File: src/hdl/named_multi_queue_mailbox_assert.svh
// Assertion macros for the mailbox RTL
`ifndef NAMED_MULTI_QUEUE_MAILBOX_ASSERT_SVH
`define NAMED_MULTI_QUEUE_MAILBOX_ASSERT_SVH

// Check that cons holds in the same cycle as ante
`define MQM_ASSERT_IMPL(label, clk, rst_n, ante, cons) \
    label: assert property (@(posedge clk) disable iff (!rst_n) (ante) |-> (cons)) \
        else $error("mailbox assertion failed");

// Check that cons holds in the cycle after ante
`define MQM_ASSERT_NEXT(label, clk, rst_n, ante, cons) \
    label: assert property (@(posedge clk) disable iff (!rst_n) (ante) |=> (cons)) \
        else $error("mailbox assertion failed");

`endif

File: src/hdl/mqm_pkg.sv
// ============================================================================
// mqm_pkg
// Shared types, constants and helper functions of the named queue mailbox.
// ============================================================================
`timescale 1ns / 1ps
`default_nettype none

package mqm_pkg;

    localparam int unsigned QUEUE_COUNT_DEF   = 8;
    localparam int unsigned QUEUE_DEPTH_DEF   = 16;
    localparam int unsigned NAME_BYTES_DEF    = 8;
    localparam int unsigned MESSAGE_BYTES_DEF = 8;

    localparam int unsigned KIND_W          = 2;
    localparam int unsigned NAME_W          = 64;
    localparam int unsigned HANDLE_W        = 8;
    localparam int unsigned MSG_W           = 64;
    localparam int unsigned RESULT_HANDLE_W = 4;

    typedef enum logic [KIND_W-1:0] {
        KIND_OPEN    = 2'd0,
        KIND_SEND    = 2'd1,
        KIND_RECEIVE = 2'd2,
        KIND_POLL    = 2'd3
    } t_kind;

    typedef enum logic [2:0] {
        S_IDLE,
        S_SCAN,
        S_LOOKUP,
        S_EXEC,
        S_MSG,
        S_RESP
    } t_state;

    // Keep name bytes up to the first zero byte, at most nbytes of them
    function automatic logic [NAME_W-1:0] normalize_name(input logic [NAME_W-1:0] raw,
                                                         input int unsigned nbytes);
        logic [NAME_W-1:0] kept;
        logic              stop;
        kept = '0;
        stop = 1'b0;
        for (int unsigned i = 0; i < NAME_W / 8; i++) begin
            if (i < nbytes && !stop) begin
                if (raw[8*i +: 8] == 8'd0) begin
                    stop = 1'b1;
                end else begin
                    kept[8*i +: 8] = raw[8*i +: 8];
                end
            end
        end
        return kept;
    endfunction

    // Mask of the low nbytes bytes of a message word
    function automatic logic [MSG_W-1:0] byte_mask(input int unsigned nbytes);
        logic [MSG_W-1:0] mask;
        mask = '0;
        for (int unsigned i = 0; i < MSG_W / 8; i++) begin
            if (i < nbytes) begin
                mask[8*i +: 8] = 8'hFF;
            end
        end
        return mask;
    endfunction

endpackage

`default_nettype wire

File: src/hdl/mqm_name_table.sv
// ============================================================================
// mqm_name_table
// Queue name memory with registered read and the shared name comparator.
// ============================================================================
`timescale 1ns / 1ps
`default_nettype none

module mqm_name_table import mqm_pkg::*; #(
    parameter int unsigned QUEUE_COUNT = QUEUE_COUNT_DEF
) (
    input  logic                                              i_clk,
    input  logic                                              i_wr_en,
    input  logic [((QUEUE_COUNT > 1) ? $clog2(QUEUE_COUNT) : 1)-1:0] i_wr_addr,
    input  logic [NAME_W-1:0]                                 i_wr_name,
    input  logic                                              i_rd_en,
    input  logic [((QUEUE_COUNT > 1) ? $clog2(QUEUE_COUNT) : 1)-1:0] i_rd_addr,
    input  logic [NAME_W-1:0]                                 i_cmp_name,
    output logic                                              o_match
);

    logic [NAME_W-1:0] r_mem [QUEUE_COUNT];
    logic [NAME_W-1:0] r_rd_name;

    always_ff @(posedge i_clk) begin
        if (i_wr_en) begin
            r_mem[i_wr_addr] <= i_wr_name;
        end
    end

    always_ff @(posedge i_clk) begin
        if (i_rd_en) begin
            r_rd_name <= r_mem[i_rd_addr];
        end
    end

    assign o_match = (r_rd_name == i_cmp_name);

endmodule

`default_nettype wire

File: config.mk
export PLATFORM = sky130hd
export DESIGN_NAME = mqm_name_table
export DESIGN_NICKNAME = d
export VERILOG_FILES = /design/src/hdl/named_multi_queue_mailbox_assert.svh /design/src/hdl/mqm_pkg.sv /design/src/hdl/mqm_name_table.sv
export SDC_FILE = /design/constraint.sdc
export NUM_CORES = 1
export LEC_CHECK = 0
export BUFFER_PORTS_ARGS = -buffer_cell sky130_fd_sc_hd__buf_2
export CELL_PAD_IN_SITES_DETAIL_PLACEMENT = 1
export CELL_PAD_IN_SITES_GLOBAL_PLACEMENT = 1
export CORE_MARGIN = 2
export CORE_UTILIZATION = 30
export CTS_CLUSTER_SIZE = 28
export DETAILED_ROUTE_END_ITERATION = 16
export GPL_TIMING_DRIVEN = 0
export PLACE_DENSITY_LB_ADDON = 0.1
export SLEW_MARGIN = 20
export SYNTH_ARGS = -nofsm -noshare
export SYNTH_HDL_FRONTEND = slang
export SYNTH_SLANG_ARGS = --single-unit
File: constraint.sdc
create_clock -name i_clk -period 15.5 [get_ports i_clk]
set_input_delay 2.325 -clock i_clk [delete_from_list [all_inputs] [get_ports i_clk]]
set_output_delay 2.325 -clock i_clk [all_outputs]
set_load 0.05 [all_outputs]
Word-level counts from Yosys, hierarchy flattened
Memories as Yosys holds them, arrays and structs flattened. A register that Yosys moved wholly into a read port is not among the register bits. Cells that the tools add are included. W data, S select, Z words.

Memories kept: 1. Bits of input ports: 137. RAM bits: 512. Word-level logic and storage cells: 4. Register bits: 0. Output and inout port bits: 1.

Muxes and demuxes: 2. Equality and inequality tests: 1.

Memory list: r_mem (depth 8, width 64, read ports 1, clocked after memory_dff 1, wr ports 1, RTL line mqm_name_table.sv:21) `logic [NAME_W-1:0] r_mem [QUEUE_COUNT];`.

Operators with widths (count): $eq A64 B64 Y1 (1); $mux W1 (2).

Depth between registers and ports, before layout
Word-level depth: 2. Gate-level depth with buffers: 4. Gate-level depth less buffers: 4.

Worst setup path before layout
Ideal clock, no wire load.

Path kind: input to register. Start: input i_wr_addr[2] (netlist bit). End: memory r_mem[0][0], enable pin. Setup slack: 8.079 ns. Arrival: 6.855 ns. Required time: 14.935 ns. Stages on the path: 2. Buffers on the path: 0. Library setup time: 0.565 ns. Cell sequence: nand2b_1 -> nor3_1.

RTL lines: start, declared (RTL line mqm_name_table.sv:13) `input logic [((QUEUE_COUNT > 1) ? $clog2(QUEUE_COUNT) : 1)-1:0] i_wr_addr,`; end, declared (RTL line mqm_name_table.sv:21).

Straight into the memory's write port.

Worst setup path after layout
Start: input i_cmp_name[37]. End: output o_match.

Cells in the longest elaborated chain, start to end: 1.

RTL lines: start, declared (RTL line mqm_name_table.sv:17) `input logic [NAME_W-1:0] i_cmp_name,`; $eq A64 B64 Y1 (RTL line mqm_name_table.sv:36) `assign o_match = (r_rd_name == i_cmp_name);`; end, declared (RTL line mqm_name_table.sv:18) `output logic o_match`.

No other way between the ends.

==> run summary <==
CTS Sinks - 576
CTS Hold Bufs - 0
Clock Latency Late Sink - 0.58 ns
ratio of cells with drive above 1 in the final layout - 40.6%
slew at the pin closest to its max-slew limit - 1.07 ns
sequential area share after synthesis - 79.1%
RSZ-0062 raised after global routing - false
gr ovfl total - 0
CP bufs+invs - 2
CP delay by family, top - simple AND/OR/NAND/NOR gates
Tmin final - 7.34 ns
root buffer cell - clkbuf_16
Detailed Route WL - 57500 um
Syn Nets - 1038
CP arrival - 5.02 ns
Worst Reg-to-Reg Cells - 2
Worst EP required - 13.18 ns
die area - 0.0751 mm^2
P per Cell Area - 132 mW/mm^2
leading area contributor after synthesis - edfxtp_1
Slowest cell on crit path - nor4_1
antenna fix cells - 0
Crit path largest cell delay - 0.95 ns
synthesized instance count - 901
gpl congestion - 0.692
Post CTS Setup Buffer Count - 0
Synth cell types - 15
Slew Limit Fails - 0
endpoints failing hold - 0
startpoint types - input pin
Post-DP Area - 0.0247 mm^2
CP Cell Sequence - buf_2 > xor2_1 > nor4_1 > nand4_1 > nor4_1 > buf_2
Top Ports - 138
top cells by area, synth - edfxtp_1 (79%), mux4_2 (13%), mux2_2 (3.3%), xor2_1 (2.6%), buf_6 (0.57%)
worst-case clock buffer depth - 3
fill count - 7031
Slew Limit Headroom - 27.8%
Port Buffers - 134
TNS Setup - 0 ns
H-tree levels - 3
vias in the first global route - 10900
TritonCTS Buffers - 66
LEAKAGE - 8.72 nW
first-pass GRT wire length - 82400 um
# setup viols final - 0
die width - 274 um
post-DP HPWL - 39100 um
area grow syn2layout - 22.2%
final period utilization - 47.4%
die height - 274 um
Hold WC Path Type - reg -> reg
reg-to-reg endpoint - r_rd_name[20]$_DFFE_PP_
yosys warns - 0
num rows - 99
design area - 0.0267 mm^2
Worst Path Max Fanout - 1
Clock Pin Slew Worst Setup and Hold Paths - 0.06 ns
largest net degree at the start of global routing - 48
Mapped Area - 0.0219 mm^2
TritonCTS clock tree - yes
Initial DRC Count - 625
routed length per instance - 26.6 um
All-Layer GR Usage - 15.7%
Max Cap Viol - 0
max frequency - 136 MHz
maximum VDD drop - 0.0754 mV
Syn Area/Cell - 24.3 um^2
RR Startpoint - r_mem[6][20]$_DFFE_PP_
share of the synthesized area in the top cell type - 79.1%
initial antenna violation count - 10
ANT nets after route - 0
post-cts gate resize count - 0
Residual DRC - 0
Via density - 4.58
clk_skew - 0.00961 ns
Hold Path Origin - r_mem[4][37]$_DFFE_PP_
worst setup margin - 8.16 ns
drt first pass iters - 4
via count - 9892
CP endpoint kind - output port
dpl ws - 8.41 ns
hold depth - 2
Crit Path Class - in -> out
Core ar. - 0.0726 mm^2
Worst Hold Path EP - r_rd_name[37]$_DFFE_PP_
#FFs+latches synth - 576
final net count - 1290
outcome - completed
Initial Util - 30.1%
R2R setup slack - 14.06 ns
==> cells by family (layout without fill, tap and decap cells) <==
family | count (synthesis) | in the layout | share of synthesized area (%)
DFF | 576 | 576 | 79.1
muxes | 192 | 192 | 16.5
xor gates and xnor gates | 64 | 64 | 2.56
buffers and inverters | 35 | 333 | 1.05
and+or+nand+nor | 34 | 34 | 0.869
==> synthesized netlist by cell type <==
library cell and n:
buf_2 3, mux2_2 64, edfxtp_1 576, buf_4 3, nand2b_1 3, buf_1 9
nand4_1 4, xor2_1 64, clkbuf_1 9, nor4_1 17, nor2_1 6, mux4_2 128
nand2_1 2, buf_6 11, nor3_1 2
==> worst max-delay path by stage <==
stage,startpoint,to,slack [ns],cells after the start
after floorplan,i_wr_addr[2],r_mem[0][0]$_DFFE_PP_,8.08,2
after global placement,i_wr_en,r_mem[4][49]$_DFFE_PP_,1.68,3
after detailed placement,i_cmp_name[37],o_match,8.41,6
after CTS,i_cmp_name[37],o_match,8.39,6
after global routing,i_cmp_name[37],o_match,8.32,6
final,i_cmp_name[37],o_match,8.16,6
==> sequential cells by signal, indices dropped and copies added, names as in the netlist <==
signal and flops:
r_mem 512, r_rd_name 64
==> routing by layer <==
metal	vias up	routed length (um)	global-route usage [%]
met1	5260	25600	21.5
met3	75	2730	3.05
li1	4328	-	-
met5	-	93	0
met2	215	28000	25.4
met4	14	1140	4.53
==> stage by stage <==
step	instances	total power, mW	util (%)	hold WS [ns]
2_1_floorplan	901	1.93	-	0.732
3_3_place_gp	1994	2.04	32.7	0.744
3_5_place_dp	2044	2.05	34.0	0.750
4_1_cts	2158	3.58	36.8	0.763
5_1_grt	2158	3.65	36.8	0.771
6_report	2158	3.52	36.8	0.756
==> final cells by class <==
| class | instances | area (um^2) | share of cell area (%) |
|---|---|---|---|
| multi-input combinational | 290 | 4420 | 16.5 |
| tap | 959 | 1200 | 4.49 |
| buffer | 35 | 230 | 0.861 |
| timing repair buffer | 184 | 1520 | 5.67 |
| clock buffer | 88 | 1840 | 6.88 |
| sequential | 576 | 17300 | 64.7 |
| clock inverter | 26 | 245 | 0.917 |
==> power by group <==
part / switching [mW] / internal (mW) / total (mW)
combinational: 0.116 / 0.0946 / 0.210
sequential: 0.0194 / 1.78 / 1.80
clock: 0.599 / 0.913 / 1.51
total: 0.734 / 2.79 / 3.52
==> tightest hold or removal path, stage by stage (launching register included) <==
cell and delay (ns):
edfxtp_1 0.31, mux4_2 0.22, mux2_2 0.13
==> cells in the final DEF (no fill, tap or decap), types with 2 or more instances in the layout <==
master,netlist,routed
buf_1,9,9
buf_2,3,137
nor4_1,17,16
clkbuf_16,0,71
nor3_2,0,2
bufinv_16,0,5
clkinv_2,0,6
xor2_1,64,64
nand2b_1,3,3
nand4_1,4,4
edfxtp_1,576,576
buf_16,0,17
buf_12,0,8
nor2_4,0,6
clkinv_1,0,13
mux2_2,64,64
buf_4,3,21
clkbuf_1,9,25
mux4_2,128,128
buf_6,11,17
nand2_1,2,2
No activity file was read; power rests on OpenSTA's default activity.
